## config.mk

```make
export PLATFORM = sky130hd
export DESIGN_NAME = ppr_ctrl
export DESIGN_NICKNAME = d
export VERILOG_FILES = /design/src/hdl/ppr_pkg.sv /design/src/hdl/ppr_ctrl.sv
export VERILOG_INCLUDE_DIRS = /design/src /design/src/hdl
export SDC_FILE = /design/constraint.sdc
export NUM_CORES = 1
export LEC_CHECK = 0
export BUFFER_PORTS_ARGS = -buffer_cell sky130_fd_sc_hd__buf_2
export CAP_MARGIN = 20
export CORE_AREA = 4 4 41 43
export CTS_CLUSTER_DIAMETER = 60
export CTS_CLUSTER_SIZE = 14
export DETAILED_ROUTE_END_ITERATION = 10
export DIE_AREA = 0 0 45 47
export GPL_TIMING_DRIVEN = 0
export HOLD_SLACK_MARGIN = 0.03
export PLACE_DENSITY = 0.32
export SLEW_MARGIN = 20
export SYNTH_ARGS = -nofsm -noshare
export SYNTH_HDL_FRONTEND = slang
export SYNTH_SLANG_ARGS = --single-unit
```

## constraint.sdc

```tcl
create_clock -name clk -period 3.35 [get_ports clk]
set_input_delay 0.5025 -clock clk [delete_from_list [all_inputs] [get_ports clk]]
set_output_delay 0.5025 -clock clk [all_outputs]
set_load 0.05 [all_outputs]
```

## src/hdl/polyphase_pixel_resampler_top_defines.svh

```systemverilog
// Assertion macros used by the resampler sequencer.
`ifndef POLYPHASE_PIXEL_RESAMPLER_TOP_DEFINES_SVH
`define POLYPHASE_PIXEL_RESAMPLER_TOP_DEFINES_SVH

// The condition in pre implies post in the same cycle.
`define PPR_ASSERT_NOW(name, clk_s, rst_s, pre, post) \
    name: assert property (@(posedge clk_s) disable iff (!rst_s) (pre) |-> (post)) \
        else $error("ppr: assertion failed");

// The condition in pre implies post in the next cycle.
`define PPR_ASSERT_NEXT(name, clk_s, rst_s, pre, post) \
    name: assert property (@(posedge clk_s) disable iff (!rst_s) (pre) |=> (post)) \
        else $error("ppr: assertion failed");

`endif

```

## src/hdl/ppr_pkg.sv

```systemverilog
// Types, constants and helper functions of the polyphase pixel resampler.
package ppr_pkg;

    localparam int MAX_OUT  = 2048;
    localparam int MAX_TAPS = 64;
    localparam int MAX_SRC  = 2048;

    localparam int OP_W      = 2;
    localparam int IDX_W     = 11;
    localparam int TAPIDX_W  = 6;
    localparam int WEIGHT_W  = 16;
    localparam int START_W   = 11;
    localparam int COUNT_W   = 7;
    localparam int PIXEL_W   = 32;
    localparam int FMT_W     = 2;
    localparam int CFG_IDX_W = 1;
    localparam int CFG_W     = 2;

    localparam int OUT_AW  = $clog2(MAX_OUT);
    localparam int TAP_AW  = $clog2(MAX_TAPS);
    localparam int SRC_AW  = $clog2(MAX_SRC);
    localparam int W_AW    = OUT_AW + TAP_AW;
    localparam int W_DEPTH = MAX_OUT * MAX_TAPS;
    localparam int REC_W   = START_W + COUNT_W;
    localparam int POS_W   = START_W + 1;
    localparam int PROD_W  = 9 + WEIGHT_W;
    localparam int ACC_W   = PROD_W + TAP_AW + 1;

    localparam logic [ACC_W-1:0] ACC_INIT = ACC_W'(32'h80);

    typedef enum logic [OP_W-1:0] {
        OP_WEIGHT  = 2'd0,
        OP_RECORD  = 2'd1,
        OP_SAMPLE  = 2'd2,
        OP_COMPUTE = 2'd3
    } ppr_op_t;

    localparam logic [FMT_W-1:0] FMT_ARGB = 2'd0;
    localparam logic [FMT_W-1:0] FMT_XRGB = 2'd1;
    localparam logic [FMT_W-1:0] FMT_A8   = 2'd2;

    localparam logic [CFG_IDX_W-1:0] REG_FORMAT  = 1'd0;
    localparam logic [CFG_IDX_W-1:0] REG_UNBOUND = 1'd1;

    typedef enum logic [2:0] {
        ST_IDLE,
        ST_REC,
        ST_TAP,
        ST_DRAIN,
        ST_FINISH
    } ppr_state_t;

    typedef struct packed {
        logic [OP_W-1:0]            operation;
        logic [IDX_W-1:0]           out_index;
        logic [TAPIDX_W-1:0]        tap_index;
        logic signed [WEIGHT_W-1:0] weight_value;
        logic [START_W-1:0]         window_start;
        logic [COUNT_W-1:0]         tap_count;
        logic [IDX_W-1:0]           sample_index;
        logic [PIXEL_W-1:0]         sample_value;
    } ppr_in_word_t;

    typedef struct packed {
        logic [PIXEL_W-1:0] pixel_out;
        logic [IDX_W-1:0]   result_index;
    } ppr_out_word_t;

    typedef struct packed {
        logic accept;
        logic load_rec;
        logic issue;
        logic load_out;
    } ppr_cmd_t;

    typedef struct packed {
        logic compute_req;
        logic rec_zero;
        logic last_tap;
        logic out_free;
    } ppr_status_t;

    // Floor shift by 8, then clamp to 0..hi.
    function automatic logic [7:0] clamp_ch(input logic [ACC_W-1:0] acc,
                                            input logic [7:0] hi);
        logic signed [ACC_W-9:0] v;
        logic signed [ACC_W-9:0] lim;
        logic [7:0]              res;
        v   = $signed(acc[ACC_W-1:8]);
        lim = $signed({{(ACC_W-16){1'b0}}, hi});
        if (v < 0)
            res = 8'd0;
        else if (v > lim)
            res = hi;
        else
            res = v[7:0];
        return res;
    endfunction

endpackage

```

## src/hdl/ppr_ctrl.sv

```systemverilog
// Sequencer of the resampler: accepts words and steps one compute word.
`include "polyphase_pixel_resampler_top_defines.svh"

module ppr_ctrl (
    input  logic                 clk,
    input  logic                 rst_n,
    input  logic                 req_valid,
    output logic                 req_ready,
    input  ppr_pkg::ppr_status_t st,
    output ppr_pkg::ppr_cmd_t    cmd
);

    ppr_pkg::ppr_state_t state_reg;
    ppr_pkg::ppr_state_t state_next;

    always_ff @(posedge clk or negedge rst_n)
    begin
        if (!rst_n)
        begin
            state_reg <= ppr_pkg::ST_IDLE;
        end
        else
        begin
            state_reg <= state_next;
        end
    end

    always_comb
    begin
        state_next = state_reg;
        case (state_reg)
            ppr_pkg::ST_IDLE:
            begin
                if (req_valid && st.compute_req)
                    state_next = ppr_pkg::ST_REC;
            end
            ppr_pkg::ST_REC:
            begin
                state_next = st.rec_zero ? ppr_pkg::ST_FINISH : ppr_pkg::ST_TAP;
            end
            ppr_pkg::ST_TAP:
            begin
                if (st.last_tap)
                    state_next = ppr_pkg::ST_DRAIN;
            end
            ppr_pkg::ST_DRAIN:
            begin
                state_next = ppr_pkg::ST_FINISH;
            end
            ppr_pkg::ST_FINISH:
            begin
                if (st.out_free)
                    state_next = ppr_pkg::ST_IDLE;
            end
            default:
            begin
                state_next = ppr_pkg::ST_IDLE;
            end
        endcase
    end

    always_comb
    begin
        req_ready    = 1'b0;
        cmd          = '0;
        case (state_reg)
            ppr_pkg::ST_IDLE:
            begin
                req_ready  = 1'b1;
                cmd.accept = req_valid;
            end
            ppr_pkg::ST_REC:
            begin
                cmd.load_rec = 1'b1;
            end
            ppr_pkg::ST_TAP:
            begin
                cmd.issue = 1'b1;
            end
            ppr_pkg::ST_FINISH:
            begin
                cmd.load_out = st.out_free;
            end
            default:
            begin
                cmd = '0;
            end
        endcase
    end

    `PPR_ASSERT_NEXT(a_start_compute, clk, rst_n, (state_reg == ppr_pkg::ST_IDLE && req_valid && st.compute_req), (state_reg == ppr_pkg::ST_REC))
    `PPR_ASSERT_NEXT(a_rec_to_taps, clk, rst_n, (state_reg == ppr_pkg::ST_REC && !st.rec_zero), (state_reg == ppr_pkg::ST_TAP))
    `PPR_ASSERT_NEXT(a_tap_exit, clk, rst_n, (state_reg == ppr_pkg::ST_TAP), (state_reg == ppr_pkg::ST_TAP || state_reg == ppr_pkg::ST_DRAIN))

endmodule

```

==> flow_summary.ini, run 1 <==
[routing]
dr_wl_met2_um = 239
wire_length_per_cell_after_detailed_routing_um = 10.7
highest-signal-layer = met3
detail_route.wirelength.met1_um = 254
detail_route.drc_violations = 0
vias_per_cell = 3.92
wl_met3_um = 30
vias = 192
drtAntennaViolNets = 0
drt_first_pass_iters = 1
finalWirelength_um = 524
drt_iter0_markers = 0

[sta]
tightest_slew_ns = 0.256
final_count_of_negative_setup_slack_endpoints = 0
timing.final.crit_period_ns = 1.83
max-slew-margin-rel_pct = 82.9
max_freq_mhz = 547
unrepaired_setup_endpoints_after_global_routing = false
clock_skew_after_layout_ns = 0.00345
fin_setup_tns_ns = 0
slew_viol_final = 0
timing.final.crit_share_pct = 54.6
hold_violations = 0

[clocking]
worst_setup_hold_path_clk_slew_ns = 0.04
clock_tree_from_tritoncts = built
worstSkewPairLatency_ns = 0.23
clock_tree.buffer_depth = 2
clockRootBuffer = sky130_fd_sc_hd__clkbuf_4
cts.hold.buffers_added = 0
cts_htree_levels = 1
clock_sinks = 3
post_cts_setup_inserts = 0
postCtsResizedCells = 0
cts_buffers = 3

[finish]
synth_to_layout_area_growth_pct = 52.6
final_net_count = 42
multi_input_area_um2 = 104
filler_cell_count = 156
number_of_flip_flops_under_the_largest_register_name = 3
final_layout_size_suffix_gt1_share_pct = 47.1
area.sequential_um2 = 75.1
antenna_cells = 0

[floorplanning]
rows = 13
chipWidth_um = 45
core-area_mm2 = 0.00130
total_die_area_mm2 = 0.00212
design.portCount = 12
die_height_um = 47
floorplan.initialDensity_pct = 14.6

[logic_synthesis]
synthesis.instances = 19
synth_top_area_cell = sky130_fd_sc_hd__dfrtp_1
yosys-top-cells-area = sky130_fd_sc_hd__dfrtp_1 (39%), sky130_fd_sc_hd__nor3b_1 (7.9%), sky130_fd_sc_hd__and4bb_2 (6.6%)
yosysUniqueCellTypes = 16
most_instantiated_flip_flop_cell_in_the_synthesis_netlist = sky130_fd_sc_hd__dfrtp_1
synth_area_per_cell_um2 = 10.0
synth_edf_count = 0
mappedNetlistArea_um2 = 190
yosys.area_share.adder_pct = 0
share_of_synthesized_cell_area_in_and_or_nand_and_nor_gates_pct = 45.4
largest_family_of_logic_cells_by_synthesized_area = simple AND/OR/NAND/NOR gates
synthDominantCellAreaShare_pct = 39.5
synth_xor_area_share_pct = 0
synth.ff_latch_count = 3
yosys.cell_count.top_type = sky130_fd_sc_hd__dfrtp_1
synth_mux_area_share_pct = 0
sequential_to_total_area_share_from_yosys_stat_pct = 39.5
synth-warning-count = 0
complex_gate_fraction_of_the_synthesized_area_pct = 9.21
netlist_top_cells_count = sky130_fd_sc_hd__dfrtp_1 (3), sky130_fd_sc_hd__nor3b_1 (2)
share_of_flip_flops_with_an_asynchronous_set_or_reset_after_synthesis_pct = 100
syn-num-nets = 26

[global_route]
via_count_of_the_first_global_routing_pass = 223
grt_usage_pct = 6.80
grt_first_pass_wirelength_um = 897
maximum_number_of_pins_on_one_net_before_global_route_repair = 11
antenna_found_initial = 0
grt_overflow = 0

[critical_path]
worst_setup_path_end_kind = output port
crit_required_ns = 2.85
critical_path.n_buffers_inverters = 1
critPathMaxFanout = 8
critical_path_arrival_ns = 1.33
cp_top_family = flip-flops
path_cells = nor3_1 -> and2_1 -> buf_2
cp-start-kind = flop
cp_slowest_cell = sky130_fd_sc_hd__dfrtp_1
path_class = flop to output port
cp_slowest_stage_delay_ns = 0.45

[run]
cap_violations = 0

[status]
run_status = completed

[placement]
io_buffer_count = 11
place_hpwl_um = 383
place_congestion = 0.620

[worst_hold_path]
holdCritPathClass = input pin to asynchronous set/reset pin
-- worst paths after layout --
kind                               from      endpoint  slack [ns]  cells after the start
min in group clk                  st[1]  state_reg[0]        0.53                      3
hold reg to reg            state_reg[2]  state_reg[1]        0.59                      1
setup reg to reg           state_reg[1]  state_reg[2]        2.19                      3
setup / recovery           state_reg[2]        cmd[3]        1.52                      3
max in group asynchronous         rst_n  state_reg[0]        3.19                      1
hold / removal                    rst_n  state_reg[2]        0.05                      1
-- layout make-up --
class | count | area share [%]
Timing Repair Buffer | 11 | 19.0
Sequential cell | 3 | 25.9
Buffer | 1 | 3.88
Tap cell | 15 | 6.47
Clock buffer | 4 | 9.05
Multi-Input combinational cell | 15 | 35.8
-- worst register-to-register path, cell delays in order, from the launching register on --
cell and delay, ns:
sky130_fd_sc_hd__dfrtp_1 0.36, sky130_fd_sc_hd__buf_6 0.14, sky130_fd_sc_hd__or4b_1 0.51, sky130_fd_sc_hd__o21ai_1 0.09
-- layer usage --
layer	track usage, %	vias up
met1	7.06	86
met2	8.76	8
met5	0	-
met4	8.77	0
li1	-	98
met3	3.45	0
-- kinds of logic (layout without fill, tap and decap cells) --
| kind of cell | after synthesis | count (layout) |
|---|---|---|
| AO/OA/AOI/OAI | 3 | 3 |
| buffers and inverters | 1 | 16 |
| flip-flops | 3 | 3 |
| AND/OR/NAND/NOR | 12 | 12 |
-- cells in the final DEF (no fill, tap or decap), drive strengths merged, types with 2 or more instances in the layout --
cell	instances
buf	12
clkbuf	4
dfrtp	3
nor3b	2
-- metrics by stage --
step | cell area, um2 | cells | worst slack, ns | utilization [%] | hold slack (ns)
finish | 290 | 49 | 1.52 | 22.3 | 0.0544
global route | 290 | 49 | 1.38 | 22.3 | 0.0439
CTS | 290 | 49 | 1.49 | 22.3 | 0.0481
detailed placement | 264 | 45 | 1.74 | 20.3 | 0.299
global placement | 264 | 45 | 1.78 | 20.3 | 0.298
floorplan | 190 | 19 | 0.687 | - | 0.207
Power of run 1 is not shown: default switching activity piles up to over one toggle a cycle in this logic, so the estimate is an artifact.
==> inputs of run 2 (changes only) <==
==> constraint.sdc (replaced) <==
create_clock -name clk -period 1.8 [get_ports clk]
set_input_delay 0.27 -clock clk [delete_from_list [all_inputs] [get_ports clk]]
set_output_delay 0.27 -clock clk [all_outputs]
set_load 0.05 [all_outputs]
==> run 2 against run 1 <==
Against the previous run: register-to-register slack worse by 1.6 ns; final area is 7.3% higher; global-route usage is 0.50 points higher; wire length is 3.4% higher; highest routed layer is now met4; core utilization rose by 1.6 points; non-clock buffer count increased by 1; die area unchanged; largest cell class unchanged; flip-flop and latch count stayed put; cell count rose by 2.0%; critical path depth did not move.
==> flow_summary.ini, run 2 (synthesized netlist as in run 1, its figures left out) <==
[clocking]
clock_tree_from_tritoncts = built
clock_tree.buffer_depth = 2
cts_htree_levels = 1
cts_buffers = 3
clock_sinks = 3
worstSkewPairLatency_ns = 0.25
clockRootBuffer = sky130_fd_sc_hd__clkbuf_4
worst_setup_hold_path_clk_slew_ns = 0.04

[global_route]
grt_overflow = 0
antenna_found_initial = 0
maximum_number_of_pins_on_one_net_before_global_route_repair = 11
grt_first_pass_wirelength_um = 910
grt_usage_pct = 7.30
via_count_of_the_first_global_routing_pass = 220

[status]
run_status = completed

[power]
combinationalPowerShare_pct = 60.8
swShare_pct = 53.8
clock_power_share_pct = 18.3
pwrdens_mw_per_mm2 = 2250
seq_power_share_pct = 21.0
internal-power_w = 0.000323
p_switching_w = 0.000377
ir_worst_vdd_uv = 1010
power.leakage_nw = 0.145

[floorplanning]
die_height_um = 47
core-area_mm2 = 0.00130
floorplan.initialDensity_pct = 14.6
chipWidth_um = 45
total_die_area_mm2 = 0.00212
design.portCount = 12
rows = 13

[sta]
post-route-worst-setup-slack_ns = 0.209
final_count_of_negative_setup_slack_endpoints = 0
max_freq_mhz = 629
fin_setup_tns_ns = 0
unrepaired_setup_endpoints_after_global_routing = false
max-slew-margin-rel_pct = 80.8
timing.final.crit_share_pct = 88.4
fin_worst_hold_slack_ns = 0.281
tightest_slew_ns = 0.288
slew_viol_final = 0
clock_skew_after_layout_ns = 0.00281
hold_violations = 0
timing.final.crit_period_ns = 1.59

[routing]
vias = 211
finalWirelength_um = 542
drt_iter0_markers = 3
wire_length_per_cell_after_detailed_routing_um = 10.8
vias_per_cell = 4.22
drt_first_pass_iters = 4
detail_route.drc_violations = 0
drtAntennaViolNets = 0

[finish]
number_of_flip_flops_under_the_largest_register_name = 3
final_area_um2 = 312
multi_input_area_um2 = 115
filler_cell_count = 151
area.sequential_um2 = 75.1
layout.cells.most_common_list = sky130_fd_sc_hd__buf_2 (11), sky130_fd_sc_hd__clkbuf_4 (3), sky130_fd_sc_hd__dfrtp_1 (3)
final_net_count = 43
final_layout_size_suffix_gt1_share_pct = 48.6
synth_to_layout_area_growth_pct = 63.8
antenna_cells = 0
mostFrequentLayoutCell = sky130_fd_sc_hd__buf_2

[critical_path]
critPathMaxFanout = 8
crit_required_ns = 1.53
cp-start-kind = flop
critical_path_arrival_ns = 1.32
path_class = flop to output port
worst_setup_path_end_kind = output port

[placement]
place_ws_ns = 0.465
place_area_um2 = 275
io_buffer_count = 11
place_congestion = 0.642

[worst_hold_path]
holdCritPathClass = input pin to flop

[run]
cap_violations = 0
==> run 2: cell types whose count changed in the layout (fill, tap and decap cells not counted) <==
cell	before	now
sky130_fd_sc_hd__nor3_4	0	1
sky130_fd_sc_hd__nor3_1	1	0
sky130_fd_sc_hd__dlygate4sd3_1	0	1
==> run 2: layout make-up <==
type / instances / share of cell area (%)
Multi-Input combinational cell: 15 / 36.9
Sequential cell: 3 / 24.1
Timing Repair Buffer: 12 / 20.9
Clock buffer: 4 / 8.43
Buffer: 1 / 3.61
Tap cell: 15 / 6.02
==> run 2: path summary, 6_finish.rpt <==
path                       cells after the start            to  slack, ns          from
max in group asynchronous                      2  state_reg[1]       1.35         rst_n
setup / recovery                               3        cmd[3]       0.21  state_reg[2]
min in group asynchronous                      2  state_reg[2]       0.35         rst_n
hold reg to reg                                1  state_reg[1]       0.62  state_reg[2]
setup reg to reg                               3  state_reg[2]       0.62  state_reg[1]
hold / removal                                 3  state_reg[0]       0.28         st[1]
==> run 2: repair_timing <==
| action | 4_1_cts | 5_1_grt |
|---|---|---|
| buffers inserted | 0 | 0 |
| resized for setup | 0 | 0 |
| hold endpoints to repair | 3 | 0 |
| hold buffers | 1 | 0 |
==> run 2: critical path, stage by stage, from the launching register on <==
cell	delay, ns
sky130_fd_sc_hd__dfrtp_1	0.47
sky130_fd_sc_hd__nor3_4	0.22
sky130_fd_sc_hd__and2_1	0.13
sky130_fd_sc_hd__buf_2	0.25
==> run 2: power by group through the flow <==
stage	combinational, W	clock, W	sequential (W)
finish	0.000426	0.000128	0.000147
detailed placement	0.000428	0	0.000149
global placement	0.000427	0	0.000147
CTS	0.000432	0.000130	0.000148
floorplan	0.000353	0	0.000135
global route	0.000454	0.000143	0.000155
==> run 2: layer usage <==
metal	vias to the layer above	global-route usage, %	routed length, um
li1	103	-	-
met1	95	6.90	183
met2	10	8.76	293
met3	3	3.83	36
met4	0	12.3	28
met5	-	0	0
==> run 2: stage by stage <==
| stage | instances | util (%) | total power (W) |
|---|---|---|---|
| final | 50 | 23.9 | 0.000701 |
| after global routing | 50 | 23.9 | 0.000752 |
| after CTS | 50 | 23.9 | 0.000710 |
| after detailed placement | 45 | 21.2 | 0.000577 |
| after global placement | 45 | 21.2 | 0.000574 |
| after floorplan | 19 | - | 0.000488 |
(Power assumes the default switching activity.)
